`src/hw/rtl/assert_macros.svh`:
```
// ============================================================================
// Assertion macros
// Shared concurrent assertion forms, sampled on clock and held off in reset.
// ============================================================================
`ifndef ASSERT_MACROS_SVH
`define ASSERT_MACROS_SVH

// A property that must hold at every clock edge outside reset.
`define GBTS_ASSERT(lbl, prop, msg) \
   lbl: assert property (@(posedge clock) disable iff (reset) (prop)) else $error(msg);

// A condition that, once seen, must be followed by another in the next cycle.
`define GBTS_ASSERT_NEXT(lbl, pre, post, msg) \
   lbl: assert property (@(posedge clock) disable iff (reset) (pre) |=> (post)) else $error(msg);

`endif

```
`src/hw/rtl/gbts_pkg.sv`:
```
// ============================================================================
// Grid bottleneck threshold search package
// Shared constants, register indexes and controller/datapath interface types.
// ============================================================================
package gbts_pkg;

   // Default sizing of the grid and height range.
   localparam int DEF_MAX_ROWS    = 64;
   localparam int DEF_MAX_COLS    = 64;
   localparam int DEF_HEIGHT_BITS = 16;

   // Fixed field widths of the ports.
   localparam int HEIGHT_FIELD_W = 16;
   localparam int MIN_STEP_W     = 17;
   localparam int RSP_TDATA_W    = 24;
   localparam int CFG_REG_W      = 7;
   localparam int CSR_IDX_W      = 2;
   localparam int CLAMP_W        = 10;

   // Configuration register indexes and reset value.
   localparam logic [CSR_IDX_W-1:0] CFG_ROW_COUNT = 2'd0;
   localparam logic [CSR_IDX_W-1:0] CFG_COL_COUNT = 2'd1;
   localparam logic [CFG_REG_W-1:0] CFG_RESET_VAL = 7'd64;

   // Neighbor directions of the flood fill.
   typedef logic [1:0] dir_type;
   localparam dir_type DIR_DOWN  = 2'd0;
   localparam dir_type DIR_RIGHT = 2'd1;
   localparam dir_type DIR_UP    = 2'd2;
   localparam dir_type DIR_LEFT  = 2'd3;

   // Commands from the controller to the datapath.
   typedef struct packed {
      logic load;
      logic srch_init;
      logic div_step;
      logic trial_init;
      logic clr_step;
      logic seed;
      logic pop;
      logic pop_load;
      logic hgt_load;
      logic nadr;
      logic neval;
      logic chk_rd;
      logic chk_ev;
      logic trial_done;
      logic finish;
   } cmd_type;

   // Status from the datapath to the controller.
   typedef struct packed {
      logic start_bad;
      logic div_busy;
      logic k_end;
      logic sp_zero;
      logic nb_ok;
      logic dir_last;
      logic search_over;
      logic rsp_free;
   } status_type;

endpackage

```
`src/hw/rtl/gbts_ctrl.sv`:
```
// ============================================================================
// Search controller
// Sequences cell loading, the binary search over trials and each flood fill.
// ============================================================================
`include "assert_macros.svh"

module gbts_ctrl import gbts_pkg::*; (
   input  logic       clock,
   input  logic       reset,
   input  logic       req_tvalid,
   input  logic       req_tlast,
   output logic       req_tready,
   input  status_type status,
   output cmd_type    cmd
);

   typedef enum logic [14:0] {
      S_IDLE  = 15'b000000000000001,
      S_INIT  = 15'b000000000000010,
      S_DIV   = 15'b000000000000100,
      S_TINIT = 15'b000000000001000,
      S_CLR   = 15'b000000000010000,
      S_SEED  = 15'b000000000100000,
      S_POP   = 15'b000000001000000,
      S_POPD  = 15'b000000010000000,
      S_HGT   = 15'b000000100000000,
      S_NADR  = 15'b000001000000000,
      S_NEVAL = 15'b000010000000000,
      S_CHKRD = 15'b000100000000000,
      S_CHKEV = 15'b001000000000000,
      S_TDONE = 15'b010000000000000,
      S_FIN   = 15'b100000000000000
   } state_type;

   state_type state_ff;
   state_type state_in;

   assign req_tready = (state_ff == S_IDLE);

   // Next state and command decode.
   always_comb begin
      state_in = state_ff;
      cmd      = '0;
      case (state_ff)
         S_IDLE: begin
            if (req_tvalid) begin
               cmd.load = 1'b1;
               if (req_tlast) begin
                  state_in = S_INIT;
               end
            end
         end
         S_INIT: begin
            cmd.srch_init = 1'b1;
            state_in      = status.start_bad ? S_FIN : S_DIV;
         end
         S_DIV: begin
            if (status.div_busy) begin
               cmd.div_step = 1'b1;
            end else begin
               state_in = S_TINIT;
            end
         end
         S_TINIT: begin
            if (status.search_over) begin
               state_in = S_FIN;
            end else begin
               cmd.trial_init = 1'b1;
               state_in       = S_CLR;
            end
         end
         S_CLR: begin
            if (status.k_end) begin
               state_in = S_SEED;
            end else begin
               cmd.clr_step = 1'b1;
            end
         end
         S_SEED: begin
            cmd.seed = 1'b1;
            state_in = S_POP;
         end
         S_POP: begin
            if (status.sp_zero) begin
               state_in = S_CHKRD;
            end else begin
               cmd.pop  = 1'b1;
               state_in = S_POPD;
            end
         end
         S_POPD: begin
            cmd.pop_load = 1'b1;
            state_in     = S_HGT;
         end
         S_HGT: begin
            cmd.hgt_load = 1'b1;
            state_in     = S_NADR;
         end
         S_NADR: begin
            cmd.nadr = 1'b1;
            if (status.nb_ok) begin
               state_in = S_NEVAL;
            end else if (status.dir_last) begin
               state_in = S_POP;
            end
         end
         S_NEVAL: begin
            cmd.neval = 1'b1;
            state_in  = status.dir_last ? S_POP : S_NADR;
         end
         S_CHKRD: begin
            if (status.k_end) begin
               state_in = S_TDONE;
            end else begin
               cmd.chk_rd = 1'b1;
               state_in   = S_CHKEV;
            end
         end
         S_CHKEV: begin
            cmd.chk_ev = 1'b1;
            state_in   = S_CHKRD;
         end
         S_TDONE: begin
            cmd.trial_done = 1'b1;
            state_in       = S_TINIT;
         end
         S_FIN: begin
            if (status.rsp_free) begin
               cmd.finish = 1'b1;
               state_in   = S_IDLE;
            end
         end
         default: begin
            state_in = S_IDLE;
         end
      endcase
   end

   always_ff @(posedge clock) begin
      if (reset) begin
         state_ff <= S_IDLE;
      end else begin
         state_ff <= state_in;
      end
   end

   // The result register is only loaded once the previous result has left.
   `GBTS_ASSERT(a_fin_free, !cmd.finish || status.rsp_free, "result overwritten")
   // A new cell is never taken while a search is running.
   `GBTS_ASSERT(a_load_idle, !cmd.load || (state_ff == S_IDLE), "cell taken during search")

endmodule

```
`config.mk`:
```
export PLATFORM = sky130hd
export DESIGN_NAME = gbts_ctrl
export DESIGN_NICKNAME = d
export VERILOG_FILES = /design/src/hw/rtl/gbts_pkg.sv /design/src/hw/rtl/gbts_ctrl.sv
export VERILOG_INCLUDE_DIRS = /design/src /design/src/hw/rtl
export SDC_FILE = /design/constraint.sdc
export NUM_CORES = 1
export LEC_CHECK = 0
export BUFFER_PORTS_ARGS = -buffer_cell sky130_fd_sc_hd__buf_2
export CELL_PAD_IN_SITES_DETAIL_PLACEMENT = 1
export CELL_PAD_IN_SITES_GLOBAL_PLACEMENT = 1
export CORE_MARGIN = 2
export CORE_UTILIZATION = 37
export DETAILED_ROUTE_END_ITERATION = 10
export GPL_ROUTABILITY_DRIVEN = 0
export MAX_ROUTING_LAYER = met4
export PLACE_DENSITY_LB_ADDON = 0.1
export SYNTH_ARGS = -nofsm -noshare
export SYNTH_HDL_FRONTEND = slang
export SYNTH_SLANG_ARGS = --single-unit
export TNS_END_PERCENT = 100
```
`constraint.sdc`:
```
create_clock -name clock -period 2 [get_ports clock]
set_input_delay 0.4 -clock clock [delete_from_list [all_inputs] [get_ports clock]]
set_output_delay 0.4 -clock clock [all_outputs]
set_load 0.005 [all_outputs]
```
## Word-level counts from Yosys, hierarchy flattened

Index checks and enable logic that the tools add are counted.

| cells by class | value |
|---|---|
| $lt $le $gt $ge | 0 |
| bitwise logic cells | 0 |
| shifts and indexed selects | 0 |
| divide/modulo/power cells | 0 |
| equal/unequal tests | 21 |
| add/subtract/negate cells | 0 |
| mux-type cells | 34 |
| reductions and logical operators | 1 |
| multipliers | 0 |

Operator list:

| cell | number |
|---|---|
| $pmux 15 s15 | 1 |
| $mux 15 | 9 |
| $mux 1 | 21 |
| $eq 15x1->1 const B | 1 |
| $eq 15x10->1 const B | 1 |
| $eq 15x11->1 const B | 1 |
| $eq 15x12->1 const B | 1 |
| $eq 15x13->1 const B | 1 |
| $eq 15x14->1 const B | 1 |
| $eq 15x15->1 const B | 1 |
| $eq 15x2->1 const B | 1 |
| $eq 15x3->1 const B | 1 |
| $eq 15x4->1 const B | 1 |
| $eq 15x5->1 const B | 1 |
| $eq 15x6->1 const B | 1 |
| $eq 15x7->1 const B | 1 |
| $eq 15x8->1 const B | 1 |
| $eq 15x9->1 const B | 1 |
| $mux 14 | 1 |
| $mux 12 | 1 |
| $mux 10 | 1 |
| $ne 2x2->1 const B | 5 |
| $reduce_and 6->1 | 1 |
| $ne 3x3->1 const B | 1 |

| word-level totals | value |
|---|---|
| output and inout port bits | 16 |
| flip-flop bits (word level) | 15 |
| memories kept | 0 |
| bits in writable memories | 0 |
| logic and storage cells | 57 |
| bits in read-only memories | 0 |
| input bits | 12 |
| bits in latches | 0 |

## Longest topological paths before layout

Gate-level depths: netlist of run 1.

| logic depth | value |
|---|---|
| depth in word-level cells | 3 |
| gate-level depth with buffers | 7 |
| gate-level depth less buffers | 6 |

## Worst setup path before layout of run 1

No wires, ideal clock.

| timing | value |
|---|---|
| path type | register to output |
| start | register state_ff[6] |
| end | output port cmd[10] in the netlist's numbering |
| buffers on the path | 0 |
| path slack | 0.220 ns |
| stages on the path, launching flop included | 4 |
| arrival time | 1.380 ns |
| path through | dfxtp_1 > or4b_1 > nor4b_1 > and2_1 |

RTL lines:

| what | line | RTL |
|---|---|---|
| from (decl) | gbts_ctrl.sv:35 | `state_type state_ff;` |
| from (signal assigned) | gbts_ctrl.sv:143 | `state_ff <= state_in;` |
| to (decl) | gbts_ctrl.sv:14 | `output cmd_type cmd` |

==> results of run 1 <==
==> per-layer routing <==
layer  GRT usage [%]  share of wire [%]  vias up
li1                -                  -      610
met1            35.3                 41      674
met2            45.6                 47      103
met3            3.72                9.2       19
met4            8.50                3.0        0
met5               -                  0        -
==> worst reg2reg max path, stage by stage, from the launching register on <==
cell and delay (ns):
dfxtp_2 0.34, buf_4 0.16, nor4_4 0.28, buf_6 0.18, nand4_1 0.18, buf_4 0.20
buf_4 0.13, buf_4 0.12, buf_4 0.12, buf_6 0.11, nand2_1 0.06, or4b_1 0.12
o21ai_1 0.08
==> per-stage QoR <==
step	cell area, um^2	utilization (%)	worst slack, ns	instances
2_1_floorplan	995	-	0.220	122
3_3_place_gp	1240	49.2	0.0134	187
3_5_place_dp	1240	49.2	-0.0315	187
4_1_cts	1550	61.6	-0.177	214
5_1_grt	1750	69.4	-0.291	227
6_report	1750	69.4	-0.267	227
==> final timing paths <==
| check | endpoint | cells after the start | from |
|---|---|---|---|
| min reg2reg | state_ff[9] | 2 | state_ff[9] |
| max | cmd[10] | 4 | state_ff[4] |
| max reg2reg | state_ff[0] | 12 | state_ff[6] |
| min | state_ff[7] | 2 | status[4] |
==> layout by cell type (no fill, tap or decap), drive strengths merged <==
cell type,count
or2,1
and2,4
o22ai,1
nand4b,1
and3,1
or3,2
nand2,10
nor3b,1
xnor2,2
nor2,15
a31oi,1
nor4,5
and4,1
a21oi,6
inv,7
o21ai,2
buf,75
o32ai,1
a211oi,1
nor3,8
nor4b,9
xor2,1
or4b,4
dfxtp,15
nand3,6
nor2b,1
clkbuf,4
o211a,1
or4,4
and4b,1
o21a,1
nand2b,1
nand4,4
==> final cells by class <==
class / count / area [um^2] / area share (%)
repair buffers: 75 / 544 / 31.1
flip-flops and latches: 15 / 323 / 18.4
inverters: 7 / 26.3 / 1.50
well taps: 30 / 37.5 / 2.14
multi-input cells: 96 / 795 / 45.4
clock buffers: 4 / 26.3 / 1.50
==> cells by family (layout without fill, tap and decap cells) <==
logic type / after synthesis / after routing / synth area share, %
compound gates: 14 / 14 / 8.68
xor+xnor: 3 / 3 / 2.64
buf+inv: 11 / 86 / 4.28
flops: 15 / 15 / 30.2
simple gates: 79 / 79 / 54.2
==> power by group through the flow <==
stage	combinational [uW]	clock, uW	sequential, uW
after floorplan	125	0	336
after global placement	188	0	336
after detailed placement	194	0	337
after CTS	330	182	327
after global routing	485	208	327
final	460	198	327
==> repair_timing <==
item | 4_1_cts | 5_1_grt
endpoints found under the setup margin | 17 | 22
resized for setup | 31 | 26
buffers inserted | 23 | 13
pin swaps | 14 | 16
hold buffers | 0 | 0
==> reports/metrics.csv, run 1 <==
metric,value,unit
H-tree depth,1,
"Slew Viols, Final",0,
Peak supply drop,0.000548,V
vias per cell,6.19,
Top delay family on crit path,simple AND/OR/NAND/NOR gates,
worst path bufs/invs,1,
Post-synth EDFFs,0,
crit path capture type,primary output,
switch share,35.0,%
DRT iter0 DRCs,131,
setup TNS,-2.50,ns
clock sinks,15,
layout cells sized above 1,61.4,%
Nets,210,
status,finished with violations,
max FFs per register,15,
Final Hold Violating Endpoints,0,
Cells after Synth,122,
Final min period,2.27,ns
die height,55.9,um
most common flop cell mapped by yosys,dfxtp_1,
NetSw,345,uW
commonest cells in the netlist,"dfxtp_1, nor2_1, nand2_1",
CTS tree,done,
final total power,985,uW
antenna fix cells,0,
Rel. slew slack,61.9,%
Setup CP Type,flip-flop to primary output,
Hold Crit Class,input pin to flip-flop,
syn nets,134,
share of power burned in the clock network,20.1,%
first-pass GRT wire length,6640,um
dominant cell type by area after synthesis,dfxtp_1,
Detailed Place HPWL,2390,um
Worst EP required,1.60,ns
initial antenna violation count,0,
Via Count,1406,
Max-cap violations,0,
Synth Warn #,0,
largest net degree at the start of global routing,12,
Critical-path top delay cell,or4b_4,
Critical Path AT,1.87,ns
vias in the first global route,1317,
floorplan row count,18,
Die Span X,55.9,um
num ports,28,
core area,2520,um^2
Pint,640,uW
Filler Cells Inserted,291,
Synth top area share,30.2,%
initial core utilization,39.4,%
P&R area growth vs syn,76.1,%
post-route ant nets,0,
ys async rst share,0,%
Root Driver,clkbuf_4,
die area,3120,um^2
clk slew on worst S/H paths,0.11,ns
Setup Skew,0.00358,ns
RSZ-0062 raised after global routing,yes,
Final period util,113,%
#FFs+latches synth,15,
logic gate share of total power,46.7,%
fmax,441,MHz
sequential-to-total area share from yosys stat,30.2,%
DRC violations left,0,
Synth cell types,40,
final hold slack,0.274,ns
CTS Buffer Depth,2,
Max stage delay on crit path,0.52,ns
synth top area cells,"dfxtp_1, nor4b_1, nor4_4",
flop2flop setup slack,-0.20,ns
crit path cell chain,"or4b_4, nor4b_4, and2_4, buf_6",
WL per Instance,24.1,um
final setup fails,20,
total wire length,5470,um
Biggest register,state_ff,
Top Registers,state_ff (15),
pwr/cell area,562,nW/um^2
Worst Tran Pin Value,0.563,ns
clk_lat worst skew,0.30,ns
power share of the sequential group,33.2,%
drt pass-1 iters,4,
Static Leakage,0.000764,uW
I/O Buffers,27,
CTS Buf Count,3,
fin worst setup slack,-0.267,ns
crit path max fanout,5,
total global routing overflow,0,
GRT Total Usage,27.6,%
Syn Area/Cell,8.15,um^2
CP startpoint kind,flip-flop,
cell area after synthesis,995,um^2
violated checks,negative setup slack,
No activity file was read; power rests on OpenSTA's default activity.
==> run 2, diff against run 1 <==
- CORE_UTILIZATION: 37 -> 30
==> run 2 against run 1 <==
Critical path type unchanged; largest cell class unchanged; clock power about the same; design area down 4.6%; cell count up 1.8%; worst setup slack better by 0.088 ns; the run still ends with negative setup slack left; via count down 14%; global-route usage down 6.1 points; die area up 22%; critical path depth unchanged; largest power group unchanged; sequential cell count unchanged.
==> reports/metrics.csv, run 2 (synthesis gave the netlist of run 1 again) <==
metric,value,unit
status,finished with violations,
violated checks,negative setup slack,
Final min period,2.18,ns
clk_lat worst skew,0.30,ns
Final period util,109,%
power share of the sequential group,36.8,%
pwr/cell area,526,nW/um^2
RSZ-0062 raised after global routing,yes,
Critical Path AT,1.78,ns
Critical Path End,cmd[10],
Final Hold Violating Endpoints,0,
worst r2r src,state_ff[11],
Die Span X,61.6,um
worst path bufs/invs,1,
crit path max fanout,2,
"commonest cells after routing, fill and taps aside","buf_4, buf_2, nor2_1",
Root Driver,clkbuf_4,
crit path cell chain,"or4b_4, nor4b_4, and2_4, buf_6",
flop2flop setup slack,0.03,ns
Max stage delay on crit path,0.57,ns
drt pass-1 iters,4,
total wire length,3720,um
fin worst setup slack,-0.179,ns
Biggest register,state_ff,
DRT iter0 DRCs,26,
final total power,878,uW
"Slew Viols, Final",0,
CTS Buf Count,3,
Setup Skew,0.0108,ns
Setup CP Type,flip-flop to primary output,
initial antenna violation count,0,
"Cell Count, Final, Fillers Out",231,
DRC violations left,0,
antenna fix cells,0,
Worst R2R End,state_ff[5],
number of cells on the critical path,4,
clk slew on worst S/H paths,0.10,ns
cells on worst reg2reg path,5,
core area,3100,um^2
"commonest non-fill, non-tap cell in the layout",buf_4,
cell count after placement,203,
CP startpoint,state_ff[5],
CP startpoint kind,flip-flop,
initial core utilization,32.1,%
Via Count,1210,
Worst EP required,1.60,ns
vias per cell,5.24,
worst hold start,status[4],
final setup fails,12,
NetSw,298,uW
worst hold stages,2,
pre-CTS WS,0.0846,ns
WL per Instance,16.1,um
Final Instance Area,1670,um^2
crit path capture type,primary output,
Hold Crit Class,input pin to flip-flop,
die height,61.6,um
Peak supply drop,0.000303,V
setup TNS,-0.804,ns
Top Registers,state_ff (15),
switch share,33.9,%
total global routing overflow,0,
layout cells sized above 1,58.8,%
die area,3790,um^2
post-route ant nets,0,
I/O Buffers,27,
vias in the first global route,1155,
Critical-path top delay cell,or4b_4,
Nets,200,
CTS tree,done,
CTS Buffer Depth,2,
P&R area growth vs syn,67.9,%
first-pass GRT wire length,5710,um
Top delay family on crit path,simple AND/OR/NAND/NOR gates,
fmax,459,MHz
Max-cap violations,0,
clock sinks,15,
dpl cell area,1270,um^2
Static Leakage,0.000728,uW
Pint,580,uW
hold buffers post-CTS,0,
GRT Total Usage,21.5,%
logic gate share of total power,40.6,%
share of power burned in the clock network,22.6,%
Worst Tran Pin Value,0.474,ns
H-tree depth,1,
largest net degree at the start of global routing,12,
Detailed Place HPWL,2410,um
max FFs per register,15,
num ports,28,
Rel. slew slack,68.1,%
floorplan row count,20,
## run 2: cell count changes in the layout (fill, tap and decap cells not counted), sizes merged
cell	previous run	this run
buf	75	65
## run 2: worst min-delay path by stage
stage                   endpoint  slack, ns
finish               state_ff[7]       0.28
global route         state_ff[7]       0.28
CTS                  state_ff[7]       0.29
detailed placement   state_ff[5]       0.56
global placement     state_ff[5]       0.54
floorplan           state_ff[12]       0.47
## run 2: area by class of cell
class | instances | area, um^2
fillers | 394 | 1430
clock buffers | 4 | 26.3
multi-input cells | 96 | 785
repair buffers | 65 | 457
inverters | 7 | 26.3
flip-flops and latches | 15 | 322
well taps | 44 | 55.1
## run 2: power by group through the flow
| stage | Combinational (uW) | Clock [uW] | Sequential (uW) |
|---|---|---|---|
| after detailed placement | 226 | 0 | 330 |
| after global routing | 393 | 217 | 324 |
| after global placement | 223 | 0 | 329 |
| final | 357 | 198 | 323 |
| after floorplan | 125 | 0 | 336 |
| after CTS | 318 | 196 | 322 |
## run 2: layer usage
layer	vias up	global-route usage (%)	share of wire (%)
met4	0	6.38	1.3
met1	586	26.4	43
met3	6	3.57	4.0
met5	-	-	0
li1	588	-	-
met2	30	36.1	52
## run 2: repair_timing
action / 4_1_cts / 5_1_grt
cloned: 1 / 0
hold endpoints to repair: 0 / 0
resized for setup: 28 / 23
pin swaps: 15 / 12
setup endpoints to repair: 15 / 21
setup buffers: 19 / 4
## run 2: metrics by stage
stage	utilization, %	hold slack, ns
after CTS	50.5	0.291
after floorplan	-	0.472
after global placement	41.0	0.538
after detailed placement	41.0	0.562
final	53.8	0.284
after global routing	53.8	0.281
